File: config.mk
export PLATFORM = sky130hd
export DESIGN_NAME = sensor_lock_automove_timer_core
export DESIGN_NICKNAME = d
export VERILOG_FILES = /design/src/hdl/slat_pkg.sv /design/src/hdl/slat_regs.sv /design/src/hdl/slat_ctrl.sv /design/src/hdl/sensor_lock_automove_timer_core.sv
export SDC_FILE = /design/constraint.sdc
export NUM_CORES = 1
export LEC_CHECK = 0
export BUFFER_PORTS_ARGS = -buffer_cell sky130_fd_sc_hd__clkbuf_2
export CAP_MARGIN = 20
export CORE_ASPECT_RATIO = 1.4
export CORE_MARGIN = 2
export CORE_UTILIZATION = 55
export DETAILED_ROUTE_END_ITERATION = 8
export HOLD_SLACK_MARGIN = 0.03
export PLACE_DENSITY = 0.77
export SLEW_MARGIN = 15
export SYNTH_ARGS = -nofsm -noshare
export SYNTH_HDL_FRONTEND = slang
export SYNTH_SLANG_ARGS = --single-unit
File: constraint.sdc
create_clock -name i_clk -period 6.5 [get_ports i_clk]
set_input_delay 0.65 -clock i_clk [delete_from_list [all_inputs] [get_ports i_clk]]
set_output_delay 0.65 -clock i_clk [all_outputs]
set_load 0.02 [all_outputs]
File: src/hdl/slat_pkg.sv
// ----------------------------------------------------------------------------
// slat_pkg
// Shared types and codes of the sensor lock / auto-move timer core.
// ----------------------------------------------------------------------------
package slat_pkg;

    // Configuration port geometry
    localparam int ADDR_W = 5;
    localparam int DATA_W = 32;

    // Register indexes (byte address = 4 * index)
    localparam logic [2:0] REG_SENSOR_MODE       = 3'd0;
    localparam logic [2:0] REG_LOCK_ENABLE       = 3'd1;
    localparam logic [2:0] REG_LOCK_TIME         = 3'd2;
    localparam logic [2:0] REG_AUTO_MOVE_TIME    = 3'd3;
    localparam logic [2:0] REG_TURN_ON_TIME      = 3'd4;
    localparam logic [2:0] REG_PROG_PORT_DISABLE = 3'd5;

    // Request codes
    localparam logic [1:0] REQ_TICK       = 2'd0;
    localparam logic [1:0] REQ_POLL       = 2'd1;
    localparam logic [1:0] REQ_CLEAR_PROG = 2'd2;

    // Switch command codes
    localparam logic [1:0] CMD_NONE   = 2'd0;
    localparam logic [1:0] CMD_CLOSE  = 2'd1;
    localparam logic [1:0] CMD_THROWN = 2'd2;
    localparam logic [1:0] CMD_TOGGLE = 2'd3;

    // Sensor mode codes
    localparam logic [2:0] MODE_OFF          = 3'd0;
    localparam logic [2:0] MODE_CLOSE_A      = 3'd1;
    localparam logic [2:0] MODE_CLOSE_B      = 3'd2;
    localparam logic [2:0] MODE_THROWN_A     = 3'd3;
    localparam logic [2:0] MODE_THROWN_B     = 3'd4;
    localparam logic [2:0] MODE_TOGGLE_A     = 3'd5;
    localparam logic [2:0] MODE_TOGGLE_B     = 3'd6;
    localparam logic [2:0] MODE_SENSOR_ONLY  = 3'd7;

    typedef struct packed {
        logic [2:0]  sensor_mode;
        logic        lock_enable;
        logic [15:0] lock_time;
        logic [15:0] auto_move_time;
        logic [15:0] turn_on_time;
        logic        prog_port_disable;
    } t_cfg;

    typedef struct packed {
        logic [1:0] req_type;
        logic       pin_level;
    } t_in_word;

    typedef struct packed {
        logic        prog_flag;
        logic        lock_status;
        logic [1:0]  switch_cmd;
        logic [15:0] drive_time;
    } t_out_word;

endpackage

File: src/hdl/slat_regs.sv
// ----------------------------------------------------------------------------
// slat_regs
// APB-style configuration register file.
// ----------------------------------------------------------------------------
module slat_regs (
    input  logic                         i_clk,
    input  logic                         i_rst_n,
    input  logic                         psel,
    input  logic                         penable,
    input  logic                         pwrite,
    input  logic [slat_pkg::ADDR_W-1:0]  paddr,
    input  logic [slat_pkg::DATA_W-1:0]  pwdata,
    output logic [slat_pkg::DATA_W-1:0]  prdata,
    output logic                         pready,
    output slat_pkg::t_cfg               o_cfg
);

    slat_pkg::t_cfg r_cfg;
    logic           wr_en;
    logic [2:0]     reg_idx;

    assign pready  = 1'b1;
    assign wr_en   = psel && penable && pwrite && pready;
    assign reg_idx = paddr[4:2];
    assign o_cfg   = r_cfg;

    always_ff @(posedge i_clk) begin
        if (!i_rst_n) begin
            r_cfg <= '0;
        end else if (wr_en) begin
            case (reg_idx)
                slat_pkg::REG_SENSOR_MODE:       r_cfg.sensor_mode       <= pwdata[2:0];
                slat_pkg::REG_LOCK_ENABLE:       r_cfg.lock_enable       <= pwdata[0];
                slat_pkg::REG_LOCK_TIME:         r_cfg.lock_time         <= pwdata[15:0];
                slat_pkg::REG_AUTO_MOVE_TIME:    r_cfg.auto_move_time    <= pwdata[15:0];
                slat_pkg::REG_TURN_ON_TIME:      r_cfg.turn_on_time      <= pwdata[15:0];
                slat_pkg::REG_PROG_PORT_DISABLE: r_cfg.prog_port_disable <= pwdata[0];
                default: ;
            endcase
        end
    end

    always_comb begin
        case (reg_idx)
            slat_pkg::REG_SENSOR_MODE:       prdata = {29'd0, r_cfg.sensor_mode};
            slat_pkg::REG_LOCK_ENABLE:       prdata = {31'd0, r_cfg.lock_enable};
            slat_pkg::REG_LOCK_TIME:         prdata = {16'd0, r_cfg.lock_time};
            slat_pkg::REG_AUTO_MOVE_TIME:    prdata = {16'd0, r_cfg.auto_move_time};
            slat_pkg::REG_TURN_ON_TIME:      prdata = {16'd0, r_cfg.turn_on_time};
            slat_pkg::REG_PROG_PORT_DISABLE: prdata = {31'd0, r_cfg.prog_port_disable};
            default:                         prdata = '0;
        endcase
    end

endmodule

File: src/hdl/slat_ctrl.sv
// ----------------------------------------------------------------------------
// slat_ctrl
// Timer state, per-word update logic and result register.
// ----------------------------------------------------------------------------
module slat_ctrl #(
    parameter logic [15:0] PROG_WINDOW_TICKS = 16'd200
) (
    input  logic                 i_clk,
    input  logic                 i_rst_n,
    input  slat_pkg::t_cfg       i_cfg,
    input  logic                 i_in_valid,
    output logic                 o_in_ready,
    input  slat_pkg::t_in_word   i_in_data,
    output logic                 o_out_valid,
    input  logic                 i_out_ready,
    output slat_pkg::t_out_word  o_out_data
);

    logic [15:0] r_win_count, n_win_count;
    logic        r_prog_req,  n_prog_req;
    logic [15:0] r_lock_count, n_lock_count;
    logic [15:0] r_am_count,   n_am_count;
    logic        r_out_valid;
    slat_pkg::t_out_word r_out_data, n_out_data;

    logic        accept;
    logic [15:0] lk_load;
    logic [15:0] am_load;
    logic [1:0]  cmd;

    assign o_in_ready  = !r_out_valid || i_out_ready;
    assign accept      = i_in_valid && o_in_ready;
    assign o_out_valid = r_out_valid;
    assign o_out_data  = r_out_data;

    always_comb begin
        n_win_count  = r_win_count;
        n_prog_req   = r_prog_req;
        n_lock_count = r_lock_count;
        n_am_count   = r_am_count;
        cmd          = slat_pkg::CMD_NONE;
        lk_load      = r_lock_count;
        am_load      = r_am_count;

        case (i_in_data.req_type)
            slat_pkg::REQ_TICK: begin
                if (r_win_count != 16'd0)  n_win_count  = r_win_count - 16'd1;
                if (r_lock_count > 16'd1)  n_lock_count = r_lock_count - 16'd1;
                if (r_am_count > 16'd1)    n_am_count   = r_am_count - 16'd1;
            end
            slat_pkg::REQ_POLL: begin
                if (i_cfg.sensor_mode != slat_pkg::MODE_OFF) begin
                    // reload on a high sensor, stretch auto-move up to the lock time
                    if (i_in_data.pin_level) begin
                        if (i_cfg.lock_enable) lk_load = i_cfg.lock_time;
                        am_load = i_cfg.auto_move_time;
                        if (am_load < lk_load && am_load != 16'd0) am_load = lk_load;
                    end
                    n_lock_count = (lk_load == 16'd1) ? 16'd0 : lk_load;
                    n_am_count   = (am_load == 16'd1) ? 16'd0 : am_load;
                    if (am_load == 16'd1) begin
                        if (i_cfg.sensor_mode inside {slat_pkg::MODE_CLOSE_A,
                                                      slat_pkg::MODE_CLOSE_B}) begin
                            cmd = slat_pkg::CMD_CLOSE;
                        end else if (i_cfg.sensor_mode inside {slat_pkg::MODE_THROWN_A,
                                                               slat_pkg::MODE_THROWN_B}) begin
                            cmd = slat_pkg::CMD_THROWN;
                        end else if (i_cfg.sensor_mode inside {slat_pkg::MODE_TOGGLE_A,
                                                               slat_pkg::MODE_TOGGLE_B}) begin
                            cmd = slat_pkg::CMD_TOGGLE;
                        end
                    end
                end else if (r_win_count != 16'd0 && !i_cfg.prog_port_disable
                             && i_in_data.pin_level) begin
                    n_prog_req = 1'b1;
                end
            end
            slat_pkg::REQ_CLEAR_PROG: begin
                n_prog_req = 1'b0;
            end
            default: ;
        endcase

        n_out_data.prog_flag   = n_prog_req;
        n_out_data.lock_status = (i_cfg.sensor_mode != slat_pkg::MODE_OFF)
                                 && (n_lock_count != 16'd0);
        n_out_data.switch_cmd  = cmd;
        n_out_data.drive_time  = (cmd != slat_pkg::CMD_NONE) ? i_cfg.turn_on_time : 16'd0;
    end

    always_ff @(posedge i_clk) begin
        if (!i_rst_n) begin
            r_win_count  <= PROG_WINDOW_TICKS;
            r_prog_req   <= 1'b0;
            r_lock_count <= 16'd0;
            r_am_count   <= 16'd0;
            r_out_valid  <= 1'b0;
        end else begin
            if (accept) begin
                r_win_count  <= n_win_count;
                r_prog_req   <= n_prog_req;
                r_lock_count <= n_lock_count;
                r_am_count   <= n_am_count;
                r_out_valid  <= 1'b1;
            end else if (i_out_ready) begin
                r_out_valid  <= 1'b0;
            end
        end
    end

    always_ff @(posedge i_clk) begin
        if (accept) begin
            r_out_data <= n_out_data;
        end
    end

    // The program window only ever closes.
    a_win_monotonic: assert property (@(posedge i_clk) disable iff (!i_rst_n)
        i_rst_n |=> r_win_count <= $past(r_win_count))
        else $error("program window count increased");

    // A pending command means the auto-move timer was just retired.
    a_cmd_retires: assert property (@(posedge i_clk) disable iff (!i_rst_n)
        (r_out_valid && r_out_data.switch_cmd != slat_pkg::CMD_NONE) |-> r_am_count == 16'd0)
        else $error("command issued with live auto-move timer");

    // Drive time travels only with a command.
    a_drive_zero: assert property (@(posedge i_clk) disable iff (!i_rst_n)
        (r_out_valid && r_out_data.switch_cmd == slat_pkg::CMD_NONE)
        |-> r_out_data.drive_time == 16'd0)
        else $error("drive time without command");

    // Reported lock status tracks the stored lock timer.
    a_lock_status: assert property (@(posedge i_clk) disable iff (!i_rst_n)
        r_out_valid |-> r_out_data.lock_status ==
            ((i_cfg.sensor_mode != slat_pkg::MODE_OFF) && (r_lock_count != 16'd0)))
        else $error("lock status out of step with lock timer");

endmodule

File: src/hdl/sensor_lock_automove_timer_core.sv
// ----------------------------------------------------------------------------
// sensor_lock_automove_timer_core
// Sensor-driven lock and auto-move timer controller for a point motor.
// ----------------------------------------------------------------------------
// Each input word is a timer tick, a poll carrying the sampled pin level, or
// a request to clear the program flag, and each produces exactly one output
// word with the program flag, lock status and an optional switch command.
// One word is taken per clock unless a held output word drops o_in_ready:
// the update of all timers is a single layer of compares and 16-bit
// decrements between the timer registers and the output register, and
// o_out_valid rises in the cycle after acceptance. The output register
// holds a finished word while the next one is accepted whenever i_out_ready
// is high. Configuration lives behind an APB-style port at byte addresses
// 0x00..0x14 and is meant to be written only while no word is in flight.
// ----------------------------------------------------------------------------
module sensor_lock_automove_timer_core #(
    parameter logic [15:0] PROG_WINDOW_TICKS = 16'd200
) (
    input  logic                         i_clk,
    input  logic                         i_rst_n,
    // configuration port
    input  logic                         psel,
    input  logic                         penable,
    input  logic                         pwrite,
    input  logic [slat_pkg::ADDR_W-1:0]  paddr,
    input  logic [slat_pkg::DATA_W-1:0]  pwdata,
    output logic [slat_pkg::DATA_W-1:0]  prdata,
    output logic                         pready,
    // input words
    input  logic                         i_in_valid,
    output logic                         o_in_ready,
    input  slat_pkg::t_in_word           i_in_data,
    // output words
    output logic                         o_out_valid,
    input  logic                         i_out_ready,
    output slat_pkg::t_out_word          o_out_data
);

    // Configuration snapshot shared with the timer datapath
    slat_pkg::t_cfg cfg;

    // Register file: sensor mode, lock enable, lock/auto-move/turn-on times,
    // program pin disable. All reset to zero.
    slat_regs u_regs (
        .i_clk   (i_clk),
        .i_rst_n (i_rst_n),
        .psel    (psel),
        .penable (penable),
        .pwrite  (pwrite),
        .paddr   (paddr),
        .pwdata  (pwdata),
        .prdata  (prdata),
        .pready  (pready),
        .o_cfg   (cfg)
    );

    // Timer state and result register. Ticks count the program window down
    // to zero and the lock and auto-move timers down to one; polls in sensor
    // mode reload and retire the timers and issue the switch command.
    slat_ctrl #(
        .PROG_WINDOW_TICKS (PROG_WINDOW_TICKS)
    ) u_ctrl (
        .i_clk       (i_clk),
        .i_rst_n     (i_rst_n),
        .i_cfg       (cfg),
        .i_in_valid  (i_in_valid),
        .o_in_ready  (o_in_ready),
        .i_in_data   (i_in_data),
        .o_out_valid (o_out_valid),
        .i_out_ready (i_out_ready),
        .o_out_data  (o_out_data)
    );

endmodule

==> flow_metrics.tcl, run 1 <==
set metrics [dict create \
    start_kind "flip-flop" \
    io_pins 102 \
    dp_cells 1150 \
    ys.flop_type "dfxtp_1" \
    power_density_mw_per_mm2 255.7 \
    crit_fanout 18 \
    worst_slew_pin_slew_ps 1009 \
    die_x_um 102.1 \
    drt_first_pass_iters 6 \
    grt_pass1_vias 6714 \
    start_util 0.5592 \
    vias 7186 \
    synthTopCellsByArea "dfxtp_1 28%, nand2_1 8.6%, edfxtp_1 8.1%" \
    postCtsSetupRepairBufs 0 \
    antenna_left 0 \
    numCtsBuffers 17 \
    synth_top_area_cell "dfxtp_1" \
    viasPerCell 6.080 \
    yosys_warnings 0 \
    clockBufferDepth 2 \
    cts_resized 0 \
    gp_congestion 1.015 \
    wl_per_cell_um 17.86 \
    preCtsSetupSlack_ps 1676 \
    fmax_mhz 203.3 \
    slowest_stage "dfxtp_1" \
    htree_levels 4 \
    cts_tree "built" \
    diodes 0 \
    clock_latency_ps 420 \
    hold_path_class "in -> reg" \
    cpPeakStageDelay_ps 680 \
    path_clk_slew_ps 60 \
    setup_viol 0 \
    clockRootBuffer "clkbuf_16" \
    netlist_instances 949 \
    grt_util_all_layers 0.2983 \
    p_leak_nw 3.151 \
    dr_wl_met3_mm 1.000 \
    yosysSeqAreaShare 0.3590 \
    totalPowerFinal_mw 2.135 \
    fillers 1184 \
    post-dp-hpwl_mm 15.13 \
    worstRegToRegCells 12 \
    antenna_found_initial 0 \
    outcome "complete, no violations" \
    seq_area_mm2 0.002663 \
    grt-ovfl-total 0 \
    crit_buf_inv 1 \
    met1_length_mm 8.408 \
    crit_end "u_ctrl.o_out_data[11]$_SDFFCE_PN0P_" \
    drtIter0Drc 471 \
    ys_ff_latch 123 \
    drc_errors 0 \
    die_h_um 141.4 \
    syn_area_per_cell_um2 7.816 \
    clock_sinks 123 \
    hold_slack_ps 467.4 \
    hold_viol_final 0 \
    cts_hold_buf 0 \
    nets 1056 \
    multi_input_area_mm2 0.004390 \
    yosys.cell_types.count 74 \
    synth_edf_count 20 \
    fin_area_mm2 0.008351 \
    place_area_mm2 0.007754 \
    rsz0062_at_grt "no" \
    setup_tns_ps 0 \
    met2_length_mm 10.93 \
    cp-startpoint "u_regs.o_cfg[49]$_SDFFE_PN0P_" \
    fin_skew_ps 9.237 \
    crit_arrival_ps 5200 \
    core_mm2 0.01326 \
    crit_family "compound AO/OA/AOI/OAI gates" \
    irDropWorstVdd_v 0.0001298 \
    grt_start_max_net_pins 93 \
    min_period_over_period 0.7567 \
    ys_async_sr_fraction 0 \
    max-slew-margin-rel 0.3276 \
    cp.depth 12 \
    finalNonFillerCells 1182 \
    dieArea_mm2 0.01444 \
    drive_gt1_frac 0.1240 \
    syn_area_mm2 0.007417 \
    num_rows 50 \
    critPathCaptureType "flip-flop" \
    final_util 0.6296 \
    slew_viol_final 0 \
    synth_top_area_frac 0.2780 \
    max-cap-violations 0 \
    timing.rr.start "u_regs.o_cfg[49]$_SDFFE_PN0P_" \
    area_delta_synth_final_pct 12.58 \
    grt_first_pass_wirelength_mm 34.16 \
    r2r_slack_ps 1580 \
    timing.rr.end "u_ctrl.o_out_data[11]$_SDFFCE_PN0P_" \
    highest_layer "met4" \
    wl_mm 21.11 \
    critPathKind "reg -> reg" \
    port_buffers 66 \
    fin_crit_ps 4918 \
    cp.required_ps 6780 \
    fin_ws_ps 1582 \
    cp_cell_sequence "buf_4 -> mux2i_1 -> ha_1 -> a21o_1 -> a21oi_1 -> o21a_1 -> nand3_2 -> a311oi_1 -> o2111a_1 -> o2111ai_2 -> nor4_4 -> and2_1" \
]
-- placed cells by master (no fill, tap or decap), types with 22 or more instances in the layout --
cell type / synthesis / final
o21ai_0: 48 / 48
a21oi_1: 92 / 92
nor3_1: 28 / 28
nand2_1: 170 / 170
ha_1: 22 / 22
clkbuf_2: 0 / 66
mux2i_1: 39 / 39
nor2_1: 91 / 91
dfxtp_1: 103 / 103
-- final cells by class --
type,count,area share
clock buffer,19,0.05439
clock inverter,13,0.01708
inverter,22,0.009889
multi-input combinational,749,0.5258
sequential,123,0.3188
tap,182,0.02727
timing repair buffer,74,0.04675
-- cells by family (layout without fill, tap and decap cells) --
family,count (synthesis),after routing,synth area share
compound gates,240,240,0.2068
xor+xnor,21,21,0.02480
fa+ha+maj,22,22,0.03711
buf+inv,92,128,0.05668
flops,123,123,0.3590
mux,46,46,0.06326
other cells,2,17,0.001013
simple gates,403,403,0.2513
-- worst min path at each step --
stage	from	to	slack, ps	cells after the start
after global placement	u_ctrl.r_prog_req$_SDFFE_PN0P_	u_ctrl.r_prog_req$_SDFFE_PN0P_	450	2
after CTS	i_in_valid	u_ctrl.o_out_valid$_SDFFE_PN0P_	460	3
after global routing	u_ctrl.r_prog_req$_SDFFE_PN0P_	u_ctrl.r_prog_req$_SDFFE_PN0P_	490	2
final	i_in_valid	u_ctrl.o_out_valid$_SDFFE_PN0P_	470	3
after detailed placement	u_regs.o_cfg[10]$_SDFFE_PN0P_	u_regs.o_cfg[10]$_SDFFE_PN0P_	460	2
after floorplan	u_ctrl.r_prog_req$_SDFFE_PN0P_	u_ctrl.r_prog_req$_SDFFE_PN0P_	440	2
-- where the power goes --
part / internal [mW] / switching, mW / leakage, nW / total (mW)
combinational: 0.122 / 0.219 / 1.84 / 0.341
sequential: 0.800 / 0.0333 / 1.04 / 0.833
clock: 0.588 / 0.373 / 0.277 / 0.961
total: 1.51 / 0.625 / 3.15 / 2.14
-- worst min-delay path: cells and delay by family --
kind                   cells  cell delay (ps)
buffers and inverters      2              140
AOI/OAI and AO/OA          1               50
-- sequential cells by signal (all words and copies together), names as in the netlist --
| register | cells |
|---|---|
| u_ctrl.r_am_count | 16 |
| u_regs.o_cfg | 53 |
| u_ctrl.r_lock_count | 16 |
| u_ctrl.r_prog_req | 1 |
| u_ctrl.o_out_data | 20 |
| u_ctrl.r_win_count | 16 |
| u_ctrl.o_out_valid | 1 |
-- cells in the mapped netlist (all sizes together) (3+ instances only) --
library cell / number
nand2: 170
dfxtp: 103
a21oi: 93
nor2: 91
o21ai: 51
clkbuf: 46
mux2i: 39
nor3: 30
buf: 24
ha: 22
inv: 22
nor4: 22
a211oi: 20
and2: 20
edfxtp: 20
nand3: 20
nand2b: 12
xnor2: 12
and3: 9
xor2: 9
a31oi: 8
o211ai: 8
a21o: 7
a221oi: 7
mux2: 7
nand4: 6
nor2b: 6
a222oi: 5
a22oi: 5
a32o: 5
or4: 5
a311oi: 3
nand3b: 3
o2111ai: 3
or3: 3
-- metal layers --
metal / GRT usage / vias to the layer above
li1: - / 3440
met1: 0.3568 / 3393
met2: 0.5246 / 284
met3: 0.04236 / 69
met4: 0.1284 / 0
met5: 0 / -
Note: power is estimated with default switching activity, not from simulation.
==> run 2, diff against run 1 <==
--- a/config.mk
+++ b/config.mk
@@ -9,7 +9,7 @@
 export CAP_MARGIN = 20
 export CORE_ASPECT_RATIO = 1.4
 export CORE_MARGIN = 2
-export CORE_UTILIZATION = 55
+export CORE_UTILIZATION = 53
 export DETAILED_ROUTE_END_ITERATION = 8
 export HOLD_SLACK_MARGIN = 0.03
 export PLACE_DENSITY = 0.77
==> constraint.sdc (replaced) <==
create_clock -name i_clk -period 4.05 [get_ports i_clk]
set_input_delay 0.405 -clock i_clk [delete_from_list [all_inputs] [get_ports i_clk]]
set_output_delay 0.405 -clock i_clk [all_outputs]
set_load 0.02 [all_outputs]
==> flow_metrics.tcl, run 2 (synthesis gave the netlist of run 1 again) <==
set metrics [dict create \
    antenna_found_initial 0 \
    power_density_mw_per_mm2 397.3 \
    fin_crit_ps 3829 \
    p_leak_nw 3.303 \
    port_buffers 66 \
    htree_levels 4 \
    die_x_um 104.0 \
    io_pins 102 \
    clockBufferDepth 2 \
    nets 1086 \
    irDropWorstVdd_v 0.0002378 \
    preCtsSetupSlack_ps 211.1 \
    diodes 0 \
    layout_commonest_cell "nand2_1" \
    min_period_over_period 0.9455 \
    clockRootBuffer "clkbuf_16" \
    grt_util_all_layers 0.2977 \
    antenna_left 0 \
    grt-ovfl-total 0 \
    numCtsBuffers 17 \
    critPathKind "reg -> reg" \
    wl_per_cell_um 18.31 \
    fillers 1244 \
    max-slew-margin-rel 0.4721 \
    mostFrequentLayoutCells "170 x nand2_1, 103 x dfxtp_1, 91 x nor2_1, 91 x a21oi_1, 66 x clkbuf_2" \
    start_kind "flip-flop" \
    cts_tree "built" \
    clock_latency_ps 420 \
    wl_mm 22.25 \
    start_util 0.5381 \
    outcome "complete, no violations" \
    cts_hold_buf 0 \
    crit_fanout 16 \
    clock_sinks 123 \
    drc_errors 0 \
    path_clk_slew_ps 60 \
    core_mm2 0.01378 \
    cp.required_ps 4330 \
    rsz0062_at_grt "no" \
    drive_gt1_frac 0.1524 \
    setup_viol 0 \
    setup_tns_ps 0 \
    area_delta_synth_final_pct 15.71 \
    fin_skew_ps 9.905 \
    hold_viol_final 0 \
    num_rows 51 \
    vias 7393 \
    fmax_mhz 261.1 \
    grt_first_pass_wirelength_mm 35.69 \
    grt_start_max_net_pins 53 \
    max-cap-violations 0 \
    drt_first_pass_iters 6 \
    critPathCaptureType "flip-flop" \
    gp_congestion 1.016 \
    post-dp-hpwl_mm 16.49 \
    grt_pass1_vias 7032 \
    slew_viol_final 0 \
    worst_slew_pin_slew_ps 784.6 \
    crit_arrival_ps 4110 \
    drtIter0Drc 736 \
    viasPerCell 6.085 \
    fin_ws_ps 220.7 \
    hold_path_class "in -> reg" \
    die_h_um 144.0 \
    dieArea_mm2 0.01497 \
    largest_register_ffs 53 \
]
## run 2: path summary, 6_finish.rpt
| check | startpoint | end | slack (ps) | depth (start not counted) |
|---|---|---|---|---|
| max | u_regs.o_cfg[49]$_SDFFE_PN0P_ | u_ctrl.o_out_data[6]$_SDFFCE_PN0P_ | 220 | 14 |
| min | i_in_valid | u_ctrl.o_out_valid$_SDFFE_PN0P_ | 220 | 3 |
| max reg2reg | u_regs.o_cfg[49]$_SDFFE_PN0P_ | u_ctrl.o_out_data[6]$_SDFFCE_PN0P_ | 220 | 14 |
| min reg2reg | u_regs.o_cfg[7]$_SDFFE_PN0P_ | u_regs.o_cfg[7]$_SDFFE_PN0P_ | 460 | 2 |
## run 2: where the power goes
group	leakage [nW]	internal, mW	switching [mW]
registers	1.04	1.28	0.0504
clock network	0.272	0.917	0.577
logic	1.99	0.215	0.367
## run 2: worst max-delay path, cell delays in order (launching register included)
cell and delay (ps):
dfxtp_1 400, buf_4 210, mux2i_1 260, ha_1 280, a211oi_1 250, o21ai_1 160, o211ai_2 250, nand3_2 240
buf_4 250, mux2i_1 220, o2111a_1 240, o2111ai_2 240, nor4_4 290, buf_4 240, and2_1 150
## run 2: stage by stage
stage	total power, mW	cell area (um^2)	std cells	util	hold slack (ps)
floorplan	1.769	7473	964	-	435.8
finish	3.409	8582	1215	0.6226	216.3
global placement	1.916	7995	1183	0.5801	446.3
detailed placement	1.923	7995	1183	0.5801	456.0
CTS	3.402	8566	1215	0.6215	217.0
global route	3.535	8582	1215	0.6226	223.5
## run 2: layout make-up
cell class | instances | area, um^2 | area share
repair buffers | 104 | 628.1 | 0.07319
multi-input cells | 749 | 4407 | 0.5135
well taps | 185 | 231.5 | 0.02697
inverters | 22 | 82.58 | 0.009622
clock buffers | 20 | 446.7 | 0.05205
flip-flops and latches | 123 | 2663 | 0.3102
clock inverters | 12 | 123.9 | 0.01443
## run 2: what timing repair did
| action | in CTS | in global routing |
|---|---|---|
| endpoints found under the setup margin | 0 | 16 |
| resized for setup | 0 | 4 |
| setup buffers | 0 | 0 |
## run 2: layer usage
layer / track usage / share of wire / vias up / wire length (um)
met2: 0.5270 / 0.49 / 351 / 10980
met5: 0 / 0 / - / 0
li1: - / - / 3515 / -
met3: 0.04642 / 0.061 / 94 / 1351
met1: 0.3419 / 0.39 / 3433 / 8665
met4: 0.1743 / 0.056 / 0 / 1249
==> run 3, diff against run 2 <==
--- a/config.mk
+++ b/config.mk
@@ -5,14 +5,14 @@
 export SDC_FILE = /design/constraint.sdc
 export NUM_CORES = 1
 export LEC_CHECK = 0
-export BUFFER_PORTS_ARGS = -buffer_cell sky130_fd_sc_hd__clkbuf_2
 export CAP_MARGIN = 20
 export CORE_ASPECT_RATIO = 1.4
 export CORE_MARGIN = 2
-export CORE_UTILIZATION = 53
+export CORE_UTILIZATION = 55
 export DETAILED_ROUTE_END_ITERATION = 8
+export DONT_BUFFER_PORTS = 1
 export HOLD_SLACK_MARGIN = 0.03
-export PLACE_DENSITY = 0.77
+export PLACE_DENSITY = 0.73
 export SLEW_MARGIN = 15
 export SYNTH_ARGS = -nofsm -noshare
 export SYNTH_HDL_FRONTEND = slang
==> flow_metrics.tcl, run 3 (synthesis gave the netlist of run 1 again) <==
set metrics [dict create \
    setup_viol 0 \
    fillers 1179 \
    vias 7002 \
    cp.depth 13 \
    core_mm2 0.01326 \
    clockRootBuffer "clkbuf_16" \
    path_clk_slew_ps 60 \
    grt_pass1_vias 6721 \
    mostFrequentLayoutCells "170 x nand2_1, 102 x dfxtp_1, 92 x a21oi_1" \
    whs_path_depth 1 \
    outcome "complete, no violations" \
    viasPerCell 6.153 \
    setup_tns_ps 0 \
    finalNonFillerCells 1138 \
    rsz0062_at_grt "no" \
    irDropWorstVdd_v 0.0002481 \
    min_period_over_period 0.9510 \
    max-slew-margin-rel 0.2925 \
    crit_fanout 16 \
    post-dp-hpwl_mm 15.76 \
    dp_cells 1106 \
    cts_tree "built" \
    grt_first_pass_wirelength_mm 34.17 \
    crit_buf_inv 2 \
    worstRegToRegCells 13 \
    cp.required_ps 4340 \
    drive_gt1_frac 0.08577 \
    cp_cell_sequence "buf_12 -> mux2i_1 -> ha_1 -> o21ai_0 -> o21ai_1 -> o211ai_2 -> nand3_2 -> a311oi_1 -> o2111a_1 -> o2111ai_2 -> nor4_4 -> buf_4 -> and2_1" \
    preCtsSetupSlack_ps 126.0 \
    clockBufferDepth 2 \
    clock_sinks 123 \
    grt-ovfl-total 0 \
    crit_family "compound AO/OA/AOI/OAI gates" \
    fin_ws_ps 198.6 \
    wl_mm 21.43 \
    power_density_mw_per_mm2 423.0 \
    wl_per_cell_um 18.83 \
    cts_hold_buf 0 \
    area_delta_synth_final_pct 11.10 \
    hold_viol_final 0 \
    gp_congestion 0.9741 \
    worst_slew_pin_slew_ps 1055 \
    dieArea_mm2 0.01444 \
    die_x_um 102.1 \
    postCtsSetupRepairBufs 0 \
    cpPeakStageDelay_ps 440 \
    final_util 0.6213 \
    antenna_found_initial 0 \
    fin_crit_ps 3851 \
    htree_levels 4 \
    slew_viol_final 0 \
    diodes 0 \
    critPathCaptureType "flip-flop" \
    critPathKind "reg -> reg" \
    num_rows 50 \
    drtIter0Drc 629 \
    grt_util_all_layers 0.3025 \
    grt_start_max_net_pins 55 \
    clock_latency_ps 420 \
    hold_path_class "in -> reg" \
    layout_commonest_cell "nand2_1" \
    fin_skew_ps 9.485 \
    io_pins 102 \
    start_util 0.5592 \
    max-cap-violations 0 \
    fmax_mhz 259.6 \
    nets 1012 \
    place_area_mm2 0.007606 \
    drc_errors 0 \
    die_h_um 141.4 \
    fin_area_mm2 0.008240 \
    largest_register_ffs 53 \
    p_leak_nw 3.006 \
    antenna_left 0 \
    numCtsBuffers 17 \
    slowest_stage "dfxtp_2" \
    start_kind "flip-flop" \
    drt_first_pass_iters 5 \
    port_buffers 0 \
    crit_arrival_ps 4140 \
]
==> run 3: final timing paths <==
kind                                  start                                 end  slack, ps
max           u_regs.o_cfg[49]$_SDFFE_PN0P_  u_ctrl.o_out_data[5]$_SDFFCE_PN0P_        200
min                                 i_rst_n  u_ctrl.r_win_count[3]$_SDFFE_PN1P_         40
max reg2reg   u_regs.o_cfg[49]$_SDFFE_PN0P_  u_ctrl.o_out_data[5]$_SDFFCE_PN0P_        200
min reg2reg  u_ctrl.r_prog_req$_SDFFE_PN0P_      u_ctrl.r_prog_req$_SDFFE_PN0P_        460
==> run 3: timing repair <==
item	CTS	global route
gates resized for setup	0	2
endpoints found under the hold margin	0	0
setup endpoints to repair	0	18
==> run 3: routing by layer <==
| layer | vias to the layer above | GRT usage | wire [um] |
|---|---|---|---|
| met1 | 3265 | 0.3420 | 8191 |
| met5 | - | 0 | 0 |
| li1 | 3361 | - | - |
| met2 | 296 | 0.5170 | 10740 |
| met4 | 0 | 0.1811 | 1164 |
| met3 | 80 | 0.06010 | 1331 |
==> run 3: metrics by stage <==
stage / hold WS (ps) / total power [mW]
6_report: 43.68 / 3.486
5_1_grt: 48.38 / 3.613
4_1_cts: 37.11 / 3.486
3_5_place_dp: 454.3 / 1.869
3_3_place_gp: 447.7 / 1.865
2_1_floorplan: 435.8 / 1.769
==> run 3: where the power goes <==
part	total (mW)	leakage [nW]	internal, mW	switching (mW)
combinational	0.504	1.67	0.194	0.311
clock	1.63	0.301	1.06	0.569
sequential	1.35	1.04	1.28	0.0675
==> run 3: layout make-up <==
class / instances / area [um^2] / area share
multi-input combinational: 749 / 4402 / 0.5342
sequential: 123 / 2664 / 0.3233
clock buffer: 21 / 460.4 / 0.05588
timing repair buffer: 30 / 237.7 / 0.02885
tap: 182 / 227.7 / 0.02763
clock inverter: 11 / 166.4 / 0.02019
inverter: 22 / 82.58 / 0.01002
